--- src/design/xet_pkg.sv ---
//------------------------------------------------------------------------------
// xet_pkg
// Shared types, constants and helpers for the XML event tokenizer.
//------------------------------------------------------------------------------
`default_nettype none

package xet_pkg;

	localparam int OFFSET_BITS = 24;
	localparam int FIELD_W     = 24;
	// span arithmetic width: room for position plus small look-ahead offsets
	localparam int CALC_W      = ((OFFSET_BITS > FIELD_W) ? OFFSET_BITS : FIELD_W) + 2;
	localparam int CNT_W       = 8;
	localparam int FIFO_DEPTH  = 4;
	localparam int FIFO_PTR_W  = $clog2(FIFO_DEPTH);
	localparam int TDATA_OUT_W = 112;

	localparam logic [OFFSET_BITS-1:0] POS_MAX   = {OFFSET_BITS{1'b1}};
	localparam logic [FIELD_W-1:0]     FIELD_MAX = {FIELD_W{1'b1}};
	localparam logic [CNT_W-1:0]       CNT_MAX   = {CNT_W{1'b1}};

	localparam logic [7:0] CH_LT    = 8'h3C;
	localparam logic [7:0] CH_GT    = 8'h3E;
	localparam logic [7:0] CH_SLASH = 8'h2F;
	localparam logic [7:0] CH_QMARK = 8'h3F;
	localparam logic [7:0] CH_BANG  = 8'h21;
	localparam logic [7:0] CH_EQ    = 8'h3D;
	localparam logic [7:0] CH_DQUOT = 8'h22;
	localparam logic [7:0] CH_SQUOT = 8'h27;
	localparam logic [7:0] CH_NUL   = 8'h00;
	localparam logic [CALC_W-1:0] COMMENT_SKIP = CALC_W'(3);
	localparam logic [CALC_W-1:0] COMMENT_TAIL = CALC_W'(2);

	typedef enum logic [3:0] {
		PH_IDLE    = 4'd0,
		PH_TEXT    = 4'd1,
		PH_LT      = 4'd2,
		PH_NAME    = 4'd3,
		PH_ATTRS   = 4'd4,
		PH_ANAME   = 4'd5,
		PH_SEEKQ   = 4'd6,
		PH_AVAL    = 4'd7,
		PH_SLASH   = 4'd8,
		PH_CLOSE   = 4'd9,
		PH_DECL    = 4'd10,
		PH_COMMENT = 4'd11
	} phase_t;

	typedef enum logic [2:0] {
		EV_TEXT    = 3'd0,
		EV_OPEN    = 3'd1,
		EV_CLOSE   = 3'd2,
		EV_COMMENT = 3'd3,
		EV_DECL    = 3'd4,
		EV_ATTR    = 3'd5,
		EV_BAD     = 3'd6,
		EV_END     = 3'd7
	} ev_kind_t;

	typedef struct packed {
		ev_kind_t           kind;
		logic [FIELD_W-1:0] name_offset;
		logic [FIELD_W-1:0] name_length;
		logic [FIELD_W-1:0] value_offset;
		logic [FIELD_W-1:0] value_length;
		logic [CNT_W-1:0]   attr_total;
		logic               empty_element;
		logic               run_last;
	} event_t;

	// events produced by one byte, in order
	typedef struct packed {
		logic [1:0] count;
		event_t     ev0;
		event_t     ev1;
	} event_pair_t;

	function automatic logic is_ws(input logic [7:0] b);
		return (b inside {8'h20, 8'h09, 8'h0A, 8'h0D});
	endfunction

	function automatic logic [FIELD_W-1:0] span_len(input logic [CALC_W-1:0] e,
			input logic [CALC_W-1:0] s);
		logic [CALC_W-1:0] d;
		d = (e > s) ? (e - s) : '0;
		return (d > CALC_W'(FIELD_MAX)) ? FIELD_MAX : d[FIELD_W-1:0];
	endfunction

	function automatic logic [FIELD_W-1:0] to_off(input logic [CALC_W-1:0] v);
		return v[FIELD_W-1:0];
	endfunction

endpackage

`default_nettype wire

--- src/design/xml_event_tokenizer_core.sv ---
//------------------------------------------------------------------------------
// xml_event_tokenizer_core
// Streaming XML tokenizer: one document byte in, text/tag/attribute events out.
//------------------------------------------------------------------------------
// Usage:
//   s_axis carries one document byte per transfer in tdata, with tlast on the
//   final byte; a zero byte also ends the document and is not counted.
//   m_axis carries events: kind in tuser, spans and counts in tdata, tlast on
//   the last event caused by one input byte.
//   cfg_wr_en/cfg_wr_data write skip_comments; write only while idle.
// Timing:
//   a byte lands in the input register, is parsed there and its events are
//   written into the event queue, which drives m_axis. One byte per cycle
//   is taken while the queue has room; a byte that raises two events
//   (any text, tag, comment, declaration or attribute event together with
//   document end, or a malformed event followed by document end) occupies
//   two queue entries. Throughput is bounded by the one-event-per-cycle
//   output queue.
// Reset and stall:
//   reset clears the parse state, position and queue and sets skip_comments
//   to 0. When m_axis_tready is low the four-entry event queue fills and
//   s_axis_tready drops once fewer than two slots remain free while the
//   input register holds a byte.
//------------------------------------------------------------------------------
`default_nettype none

module xml_event_tokenizer_core import xet_pkg::*; (
	input  wire logic                   clk,
	input  wire logic                   arst_n,
	input  wire logic                   cfg_wr_en,
	input  wire logic                   cfg_wr_data,
	input  wire logic                   s_axis_tvalid,
	output logic                        s_axis_tready,
	input  wire logic [7:0]             s_axis_tdata,  // doc_byte
	input  wire logic                   s_axis_tlast,
	output logic                        m_axis_tvalid,
	input  wire logic                   m_axis_tready,
	// name_offset, name_length, value_offset, value_length, attr_total,
	// empty_element, zero pad
	output logic [TDATA_OUT_W-1:0]      m_axis_tdata,
	output logic [2:0]                  m_axis_tuser,  // event_kind
	output logic                        m_axis_tlast
);

	logic        skip_q;
	logic        valid_s1;
	logic [7:0]  byte_s1;
	logic        last_s1;
	logic        room;
	logic        advance;
	event_pair_t events;
	event_t      out_event;

	assign advance       = valid_s1 && room;
	assign s_axis_tready = !valid_s1 || room;

	always_ff @(posedge clk or negedge arst_n) begin
		if (!arst_n) begin
			skip_q   <= 1'b0;
			valid_s1 <= 1'b0;
		end else begin
			if (cfg_wr_en) begin
				skip_q <= cfg_wr_data;
			end
			if (s_axis_tvalid && s_axis_tready) begin
				valid_s1 <= 1'b1;
			end else if (advance) begin
				valid_s1 <= 1'b0;
			end
		end
	end

	always_ff @(posedge clk) begin
		if (s_axis_tvalid && s_axis_tready) begin
			byte_s1 <= s_axis_tdata;
			last_s1 <= s_axis_tlast;
		end
	end

	xet_parser u_parser (
		.clk           (clk),
		.arst_n        (arst_n),
		.step          (advance),
		.doc_byte      (byte_s1),
		.doc_end       (last_s1),
		.skip_comments (skip_q),
		.events        (events)
	);

	xet_event_fifo u_fifo (
		.clk       (clk),
		.arst_n    (arst_n),
		.push      (advance),
		.events    (events),
		.room      (room),
		.out_valid (m_axis_tvalid),
		.out_ready (m_axis_tready),
		.out_event (out_event)
	);

	assign m_axis_tuser = out_event.kind;
	assign m_axis_tlast = out_event.run_last;
	assign m_axis_tdata = {
		7'd0,
		out_event.empty_element,
		out_event.attr_total,
		out_event.value_length,
		out_event.value_offset,
		out_event.name_length,
		out_event.name_offset
	};

endmodule

`default_nettype wire

--- src/design/xet_parser.sv ---
//------------------------------------------------------------------------------
// xet_parser
// Parse state and per-byte event logic; yields up to two events per byte.
//------------------------------------------------------------------------------
`default_nettype none

module xet_parser import xet_pkg::*; (
	input  wire logic        clk,
	input  wire logic        arst_n,
	input  wire logic        step,
	input  wire logic [7:0]  doc_byte,
	input  wire logic        doc_end,
	input  wire logic        skip_comments,
	output event_pair_t      events
);

	phase_t                 phase_q, phase_d;
	logic [OFFSET_BITS-1:0] pos_q, pos_d;
	logic [CALC_W-1:0]      span_start_q, span_start_d;
	logic [CALC_W-1:0]      span_end_q, span_end_d;
	logic [CALC_W-1:0]      an_start_q, an_start_d;
	logic [CALC_W-1:0]      an_end_q, an_end_d;
	logic [CALC_W-1:0]      av_start_q, av_start_d;
	logic [7:0]             quote_q, quote_d;
	logic [CNT_W-1:0]       depth_q, depth_d;
	logic [CNT_W-1:0]       attr_cnt_q, attr_cnt_d;
	logic                   self_close_q, self_close_d;
	logic [7:0]             prev_q, prev_d;

	always_ff @(posedge clk or negedge arst_n) begin
		if (!arst_n) begin
			phase_q      <= PH_IDLE;
			pos_q        <= '0;
			span_start_q <= '0;
			span_end_q   <= '0;
			an_start_q   <= '0;
			an_end_q     <= '0;
			av_start_q   <= '0;
			quote_q      <= '0;
			depth_q      <= '0;
			attr_cnt_q   <= '0;
			self_close_q <= 1'b0;
			prev_q       <= '0;
		end else if (step) begin
			phase_q      <= phase_d;
			pos_q        <= pos_d;
			span_start_q <= span_start_d;
			span_end_q   <= span_end_d;
			an_start_q   <= an_start_d;
			an_end_q     <= an_end_d;
			av_start_q   <= av_start_d;
			quote_q      <= quote_d;
			depth_q      <= depth_d;
			attr_cnt_q   <= attr_cnt_d;
			self_close_q <= self_close_d;
			prev_q       <= prev_d;
		end
	end

	always_comb begin
		logic [CALC_W-1:0] pos_x;
		logic [CALC_W-1:0] name_end;
		logic              trail_slash;
		logic              hit;
		logic              doc_done;
		event_t            ev_a;
		event_t            ev_bad;
		event_t            ev_end;
		logic              bad;

		pos_x        = CALC_W'(pos_q);
		phase_d      = phase_q;
		pos_d        = pos_q;
		span_start_d = span_start_q;
		span_end_d   = span_end_q;
		an_start_d   = an_start_q;
		an_end_d     = an_end_q;
		av_start_d   = av_start_q;
		quote_d      = quote_q;
		depth_d      = depth_q;
		attr_cnt_d   = attr_cnt_q;
		self_close_d = self_close_q;
		prev_d       = prev_q;
		ev_a         = '0;
		hit          = 1'b0;
		trail_slash  = (pos_x > span_start_q) && (prev_q == CH_SLASH);
		name_end     = trail_slash ? (pos_x - CALC_W'(1)) : pos_x;

		if (doc_byte != CH_NUL) begin
			case (phase_q)
				PH_TEXT: begin
					if (doc_byte == CH_LT) begin
						ev_a.kind        = EV_TEXT;
						ev_a.name_offset = to_off(span_start_q);
						ev_a.name_length = span_len(pos_x, span_start_q);
						hit              = 1'b1;
						phase_d          = PH_LT;
					end
				end
				PH_LT: begin
					if (doc_byte == CH_SLASH) begin
						span_start_d = pos_x + CALC_W'(1);
						phase_d      = PH_CLOSE;
					end else if (doc_byte == CH_QMARK) begin
						span_start_d = pos_x + CALC_W'(1);
						phase_d      = PH_DECL;
					end else if (doc_byte == CH_BANG) begin
						span_start_d = pos_x + COMMENT_SKIP;
						depth_d      = CNT_W'(1);
						phase_d      = PH_COMMENT;
					end else begin
						// first name byte; an immediate '>' or blank gives an empty name
						span_start_d = pos_x;
						span_end_d   = pos_x;
						attr_cnt_d   = '0;
						self_close_d = 1'b0;
						if (doc_byte == CH_GT) begin
							ev_a.kind        = EV_OPEN;
							ev_a.name_offset = to_off(pos_x);
							hit              = 1'b1;
							phase_d          = PH_IDLE;
						end else if (is_ws(doc_byte)) begin
							phase_d = PH_ATTRS;
						end else begin
							phase_d = PH_NAME;
						end
					end
				end
				PH_NAME: begin
					if (doc_byte == CH_GT || is_ws(doc_byte)) begin
						span_end_d   = name_end;
						self_close_d = self_close_q | trail_slash;
						if (doc_byte == CH_GT) begin
							ev_a.kind          = EV_OPEN;
							ev_a.name_offset   = to_off(span_start_q);
							ev_a.name_length   = span_len(name_end, span_start_q);
							ev_a.attr_total    = attr_cnt_q;
							ev_a.empty_element = self_close_q | trail_slash;
							hit                = 1'b1;
							phase_d            = PH_IDLE;
						end else begin
							phase_d = PH_ATTRS;
						end
					end
				end
				PH_ATTRS: begin
					if (!is_ws(doc_byte)) begin
						if (doc_byte == CH_GT) begin
							ev_a.kind          = EV_OPEN;
							ev_a.name_offset   = to_off(span_start_q);
							ev_a.name_length   = span_len(span_end_q, span_start_q);
							ev_a.attr_total    = attr_cnt_q;
							ev_a.empty_element = self_close_q;
							hit                = 1'b1;
							phase_d            = PH_IDLE;
						end else if (doc_byte == CH_SLASH) begin
							self_close_d = 1'b1;
							phase_d      = PH_SLASH;
						end else begin
							an_start_d = pos_x;
							phase_d    = PH_ANAME;
						end
					end
				end
				PH_ANAME: begin
					if (is_ws(doc_byte) || doc_byte == CH_EQ) begin
						an_end_d = pos_x;
						phase_d  = PH_SEEKQ;
					end
				end
				PH_SEEKQ: begin
					if (doc_byte == CH_DQUOT || doc_byte == CH_SQUOT) begin
						quote_d    = doc_byte;
						av_start_d = pos_x + CALC_W'(1);
						phase_d    = PH_AVAL;
					end
				end
				PH_AVAL: begin
					if (doc_byte == quote_q) begin
						ev_a.kind         = EV_ATTR;
						ev_a.name_offset  = to_off(an_start_q);
						ev_a.name_length  = span_len(an_end_q, an_start_q);
						ev_a.value_offset = to_off(av_start_q);
						ev_a.value_length = span_len(pos_x, av_start_q);
						ev_a.attr_total   = attr_cnt_q;
						hit               = 1'b1;
						if (attr_cnt_q != CNT_MAX) begin
							attr_cnt_d = attr_cnt_q + CNT_W'(1);
						end
						phase_d = PH_ATTRS;
					end
				end
				PH_SLASH: begin
					// any byte after a slash among attributes ends the element
					ev_a.kind          = EV_OPEN;
					ev_a.name_offset   = to_off(span_start_q);
					ev_a.name_length   = span_len(span_end_q, span_start_q);
					ev_a.attr_total    = attr_cnt_q;
					ev_a.empty_element = self_close_q;
					hit                = 1'b1;
					phase_d            = PH_IDLE;
				end
				PH_CLOSE, PH_DECL: begin
					if (doc_byte == CH_GT) begin
						ev_a.kind        = (phase_q == PH_CLOSE) ? EV_CLOSE : EV_DECL;
						ev_a.name_offset = to_off(span_start_q);
						ev_a.name_length = span_len(pos_x, span_start_q);
						hit              = 1'b1;
						phase_d          = PH_IDLE;
					end
				end
				PH_COMMENT: begin
					if (doc_byte == CH_GT) begin
						if (depth_q <= CNT_W'(1)) begin
							depth_d = '0;
							phase_d = PH_IDLE;
							if (!skip_comments) begin
								ev_a.kind        = EV_COMMENT;
								ev_a.name_offset = to_off(span_start_q);
								ev_a.name_length = span_len(pos_x,
									span_start_q + COMMENT_TAIL);
								hit              = 1'b1;
							end
						end else begin
							depth_d = depth_q - CNT_W'(1);
						end
					end else if (doc_byte == CH_LT && depth_q != CNT_MAX) begin
						depth_d = depth_q + CNT_W'(1);
					end
				end
				default: begin
					if (!is_ws(doc_byte)) begin
						if (doc_byte == CH_LT) begin
							phase_d = PH_LT;
						end else begin
							span_start_d = pos_x;
							phase_d      = PH_TEXT;
						end
					end else begin
						phase_d = PH_IDLE;
					end
				end
			endcase
			prev_d = doc_byte;
			if (pos_q != POS_MAX) begin
				pos_d = pos_q + OFFSET_BITS'(1);
			end
		end

		doc_done = (doc_byte == CH_NUL) || doc_end;
		bad      = doc_done && (phase_d == PH_SEEKQ || phase_d == PH_AVAL);

		ev_bad             = '0;
		ev_bad.kind        = EV_BAD;
		ev_bad.name_offset = to_off(span_start_d);
		ev_bad.name_length = span_len(span_end_d, span_start_d);
		ev_bad.attr_total  = attr_cnt_d;

		ev_end             = '0;
		ev_end.kind        = EV_END;
		ev_end.name_length = span_len(CALC_W'(pos_d), '0);

		if (doc_done) begin
			phase_d      = PH_IDLE;
			pos_d        = '0;
			span_start_d = '0;
			span_end_d   = '0;
			an_start_d   = '0;
			an_end_d     = '0;
			av_start_d   = '0;
			quote_d      = '0;
			depth_d      = '0;
			attr_cnt_d   = '0;
			self_close_d = 1'b0;
			prev_d       = '0;
		end

		// pack in order: byte event, malformed, document end
		events = '0;
		if (hit) begin
			events.ev0 = ev_a;
			if (doc_done) begin
				events.ev1          = ev_end;
				events.ev1.run_last = 1'b1;
				events.count        = 2'd2;
			end else begin
				events.ev0.run_last = 1'b1;
				events.count        = 2'd1;
			end
		end else if (bad) begin
			events.ev0          = ev_bad;
			events.ev1          = ev_end;
			events.ev1.run_last = 1'b1;
			events.count        = 2'd2;
		end else if (doc_done) begin
			events.ev0          = ev_end;
			events.ev0.run_last = 1'b1;
			events.count        = 2'd1;
		end
	end

endmodule

`default_nettype wire

--- src/design/xet_event_fifo.sv ---
//------------------------------------------------------------------------------
// xet_event_fifo
// Small event queue taking up to two events per cycle and giving one.
//------------------------------------------------------------------------------
`default_nettype none

module xet_event_fifo import xet_pkg::*; (
	input  wire logic        clk,
	input  wire logic        arst_n,
	input  wire logic        push,
	input  event_pair_t      events,
	output logic             room,
	output logic             out_valid,
	input  wire logic        out_ready,
	output event_t           out_event
);

	localparam int CNT_BITS = FIFO_PTR_W + 1;

	event_t                ent_q [FIFO_DEPTH];
	logic [FIFO_PTR_W-1:0] wr_ptr_q;
	logic [FIFO_PTR_W-1:0] rd_ptr_q;
	logic [CNT_BITS-1:0]   count_q;
	logic [1:0]            n_push;
	logic                  pop;
	logic [FIFO_PTR_W-1:0] wr_ptr_p1;

	assign n_push    = push ? events.count : 2'd0;
	assign pop       = out_valid && out_ready;
	assign out_valid = (count_q != '0);
	assign out_event = ent_q[rd_ptr_q];
	// two free slots needed since a byte can raise two events
	assign room      = (count_q <= CNT_BITS'(FIFO_DEPTH - 2));
	assign wr_ptr_p1 = wr_ptr_q + FIFO_PTR_W'(1);

	always_ff @(posedge clk) begin
		if (n_push != 2'd0) begin
			ent_q[wr_ptr_q] <= events.ev0;
		end
		if (n_push == 2'd2) begin
			ent_q[wr_ptr_p1] <= events.ev1;
		end
	end

	always_ff @(posedge clk or negedge arst_n) begin
		if (!arst_n) begin
			wr_ptr_q <= '0;
			rd_ptr_q <= '0;
			count_q  <= '0;
		end else begin
			wr_ptr_q <= wr_ptr_q + FIFO_PTR_W'(n_push);
			if (pop) begin
				rd_ptr_q <= rd_ptr_q + FIFO_PTR_W'(1);
			end
			count_q <= count_q + CNT_BITS'(n_push) - CNT_BITS'(pop);
		end
	end

endmodule

`default_nettype wire
--- config.mk ---
export PLATFORM = sky130hd
export DESIGN_NAME = xml_event_tokenizer_core
export DESIGN_NICKNAME = d
export VERILOG_FILES = /design/src/design/xet_pkg.sv /design/src/design/xml_event_tokenizer_core.sv /design/src/design/xet_parser.sv /design/src/design/xet_event_fifo.sv
export SDC_FILE = /design/constraint.sdc
export NUM_CORES = 2
export LEC_CHECK = 0
export BUFFER_PORTS_ARGS = -buffer_cell sky130_fd_sc_hd__buf_2
export CORE_MARGIN = 4
export CORE_UTILIZATION = 55
export CTS_CLUSTER_SIZE = 8
export DETAILED_ROUTE_END_ITERATION = 12
export GPL_ROUTABILITY_DRIVEN = 1
export PLACE_DENSITY = 0.72
export SYNTH_ARGS = -nofsm -noshare
export SYNTH_HDL_FRONTEND = slang
export SYNTH_SLANG_ARGS = --single-unit
--- constraint.sdc ---
create_clock -name clk -period 7.32 [get_ports clk]
set_input_delay 1.464 -clock clk [delete_from_list [all_inputs] [get_ports clk]]
set_output_delay 1.464 -clock clk [all_outputs]
set_load 0.005 [all_outputs]
==> summary.txt <==
STA
  • RSZ-0062 raised after global routing: false
  • Slew margin rel.: 0.0490
  • Worst hold slack: 0.449 ns
  • Hold Vio Cnt, Final: 0
  • Final Critical Period: 7.09 ns
  • Highest clock rate: 141 MHz
  • Final setup violating endpoints: 0
  • Pins Over Slew Limit: 0
  • Period utilization: 0.969
  • Worst-Margin Slew: 1.42 ns
  • Setup Skew: 0.0832 ns
  • Sum of negative setup slack: 0 ns

Power and ir drop
  • Pwr per Cell Area: 385 nW/um2
  • Leak: 18.4 nW
  • Worst IR drop on VDD: 0.435 mV

CTS
  • Clock transition at path regs: 0.05 ns
  • Root Buffer: clkbuf_16
  • CTS H-tree depth: 3
  • CTS buffer count: 91
  • CTS tree: built
  • Clk Latency, worst-skew pair: 0.71 ns
  • Clk sink count: 640
  • CTS Buffer Depth: 3

Layout
  • Post-route cell area: 46300 um2
  • Multi-input gate area: 24600 um2
  • Leading cell types in the layout, fill and taps excluded: nand2_1 (524), o21ai_0 (465), nor2_1 (340), dfxtp_1 (324), a21oi_1 (260)
  • Fin nets: 5019
  • Most common cell after layout, fill and taps aside: nand2_1
  • Filler cells: 6416
  • Core Util, Final: 0.622
  • Layout cells sized above 1: 0.140
  • Register area: 15000 um2
  • Area Overhead vs Synth: 12.2%

Worst setup path
  • CP required: 7.70 ns
  • Crit end category: register
  • Setup crit start kind: register
  • Crit path DAT: 7.47 ns
  • Largest fanout on the critical path: 12
  • Kind of critical path: reg2reg

Synthesis
  • Fraction of registers with async set/reset: 0.305
  • Yosys Warn Count: 0
  • Netlist Area Pre-Place: 41300 um2
  • Ys flop type: dfxtp_1
  • Post-synth EDFFs: 121
  • Post-synth cell types: 119
  • Register bit count reported by yosys: 640
  • Mapped Avg Cell Area: 8.80 um2
  • Sequential share of the synthesized area: 0.363
  • Post-Syn Instances: 4691

Floorplanning
  • Die ar.: 79500 um2
  • Die height: 282 um
  • Rows: 100
  • IO Pins: 133
  • Core area: 74400 um2
  • Initial core utilization: 0.555
  • Die width: 282 um

Run status
  • Status: finished, final reports clean

Hold path
  • Worst hold-check path type: reg2reg

GRT
  • Initial antenna violation count: 12
  • Global Route Usage Sum: 0.459
  • Largest net degree at the start of global routing: 109
  • Grt total ovfl: 0
  • Global-route wire length before repair: 268000 um
  • Vias in the first global route: 38700

Detailed routing
  • Vias: 41000
  • Detailed Routing Iterations Pass 1: 9
  • Routed WL per cell: 31.9 um
  • Iter 0 DRT Violations: 5840
  • Detailed-route DRC error count: 0
  • DRT Wirelength: 186000 um
  • DR vias/cell: 7.04
  • Detail Route Antenna Nets: 0

Place
  • Placer Congestion: 1.14
  • Detailed Place HPWL: 138000 um
  • Port Buffers: 125
  • Post-DP Area: 43600 um2

Flow run
  • Max-Cap Viols: 0
[metrics by stage]
stage / setup WS (ns) / power [mW] / std cells
after detailed placement: 0.337 / 13.4 / 5688
after CTS: 0.291 / 17.4 / 5823
after global placement: 0.421 / 13.4 / 5688
after floorplan: 0.904 / 9.52 / 4697
after global routing: 0.0255 / 18.3 / 5823
final: 0.230 / 17.9 / 5828
[synthesized netlist by cell type (92+ instances only)]
master	number	area share
clkbuf_1	214	0.019
edfxtp_1	121	0.088
nand2_1	530	0.048
ha_1	184	0.056
mux4_2	109	0.059
nand3_1	185	0.022
dfxtp_1	324	0.16
o21ai_0	466	0.056
inv_1	151	0.014
a21oi_1	262	0.032
dfrtp_1	195	0.12
nor2_1	348	0.032
o22ai_1	122	0.018
xor2_1	92	0.020
xnor2_1	161	0.034
[routing by layer]
metal  global-route usage  up-vias  wire length (um)
met3                0.126      774             21500
met1                0.580    19800             68800
met5                    0        -                60
met2                0.678     2788             77900
met4                0.329        8             17600
li1                     -    17700                 -
[cell families after synthesis]
| kind of cell | count (synthesis) | share of synthesized area |
|---|---|---|
| other | 1 | 0.0000908 |
| and+or+nand+nor | 1495 | 0.174 |
| adders and majority gates | 192 | 0.0596 |
| buffers and inverters | 465 | 0.0466 |
| xor gates and xnor gates | 253 | 0.0537 |
| AOI/OAI and AO/OA | 1529 | 0.241 |
| muxes | 116 | 0.0613 |
| DFF | 640 | 0.363 |
[path summary, 6_finish.rpt]
kind	slack (ns)	startpoint	depth (start not counted)	end
worst max-delay path	0.23	u_parser.span_start_q[0]$_DFFE_PN0P_	26	u_fifo.ent_q[0][66]$_DFFE_PP_
worst min-delay path	0.45	u_fifo.ent_q[3][15]$_SDFFE_PP0P_	2	u_fifo.ent_q[3][15]$_SDFFE_PP0P_
worst max register to register	0.23	u_parser.span_start_q[0]$_DFFE_PN0P_	26	u_fifo.ent_q[0][66]$_DFFE_PP_
max in group asynchronous	4.97	arst_n	2	u_parser.an_start_q[13]$_DFFE_PN0P_
worst min register to register	0.45	u_fifo.ent_q[3][15]$_SDFFE_PP0P_	2	u_fifo.ent_q[3][15]$_SDFFE_PP0P_
min in group asynchronous	0.84	arst_n	1	u_parser.prev_q[1]$_DFFE_PN0P_
[worst max-delay path: stages (launching register included)]
cell and delay [ns]:
dfrtp_1 0.38, ha_1 0.28, fa_1 0.47, nand2b_1 0.17
a21oi_1 0.25, o211a_1 0.28, o21ai_2 0.10, o21bai_2 0.22
buf_4 0.18, nand4_1 0.26, or3_1 0.49, a21o_1 0.18
nand2_1 0.05, o311ai_0 0.18, a22o_1 0.38, ha_1 0.48
nand4_1 0.16, nor3_1 0.27, nand4_1 0.16, nor4_1 0.44
buf_4 0.20, a21oi_1 0.07, o211ai_2 0.29, buf_4 0.28
a21oi_1 0.06, nor3_2 0.33, o22ai_1 0.13
[registers in the layout, indices dropped and copies added (netlist names), 4 cells and up]
signal                 count
u_parser.depth_q           8
u_parser.an_end_q         24
u_parser.an_start_q       24
u_parser.av_start_q       25
u_parser.attr_cnt_q        8
u_parser.span_end_q       26
u_parser.quote_q           8
u_parser.phase_q           4
byte_s1                    8
u_parser.pos_q            24
u_parser.span_start_q     26
u_parser.prev_q            8
u_fifo.ent_q             436
[final cells by class]
type	count	share of cell area
antenna	5	0.000270
clock buffer	126	0.0526
clock inverter	9	0.00454
inverter	153	0.0125
multi-input combinational	3592	0.531
sequential	640	0.324
tap	969	0.0262
timing repair buffer	334	0.0495
[where the power goes]
part           internal [mW]  total (mW)  switching, mW
sequential              3.95        4.33          0.380
clock                   2.31        4.00           1.69
combinational           3.14        9.52           6.38
[what timing repair did]
action,4_1_cts,5_1_grt
hold buffers,0,0
setup buffers,0,0
gates resized for setup,0,15
endpoints found under the setup margin,0,93
(Power assumes the default switching activity.)
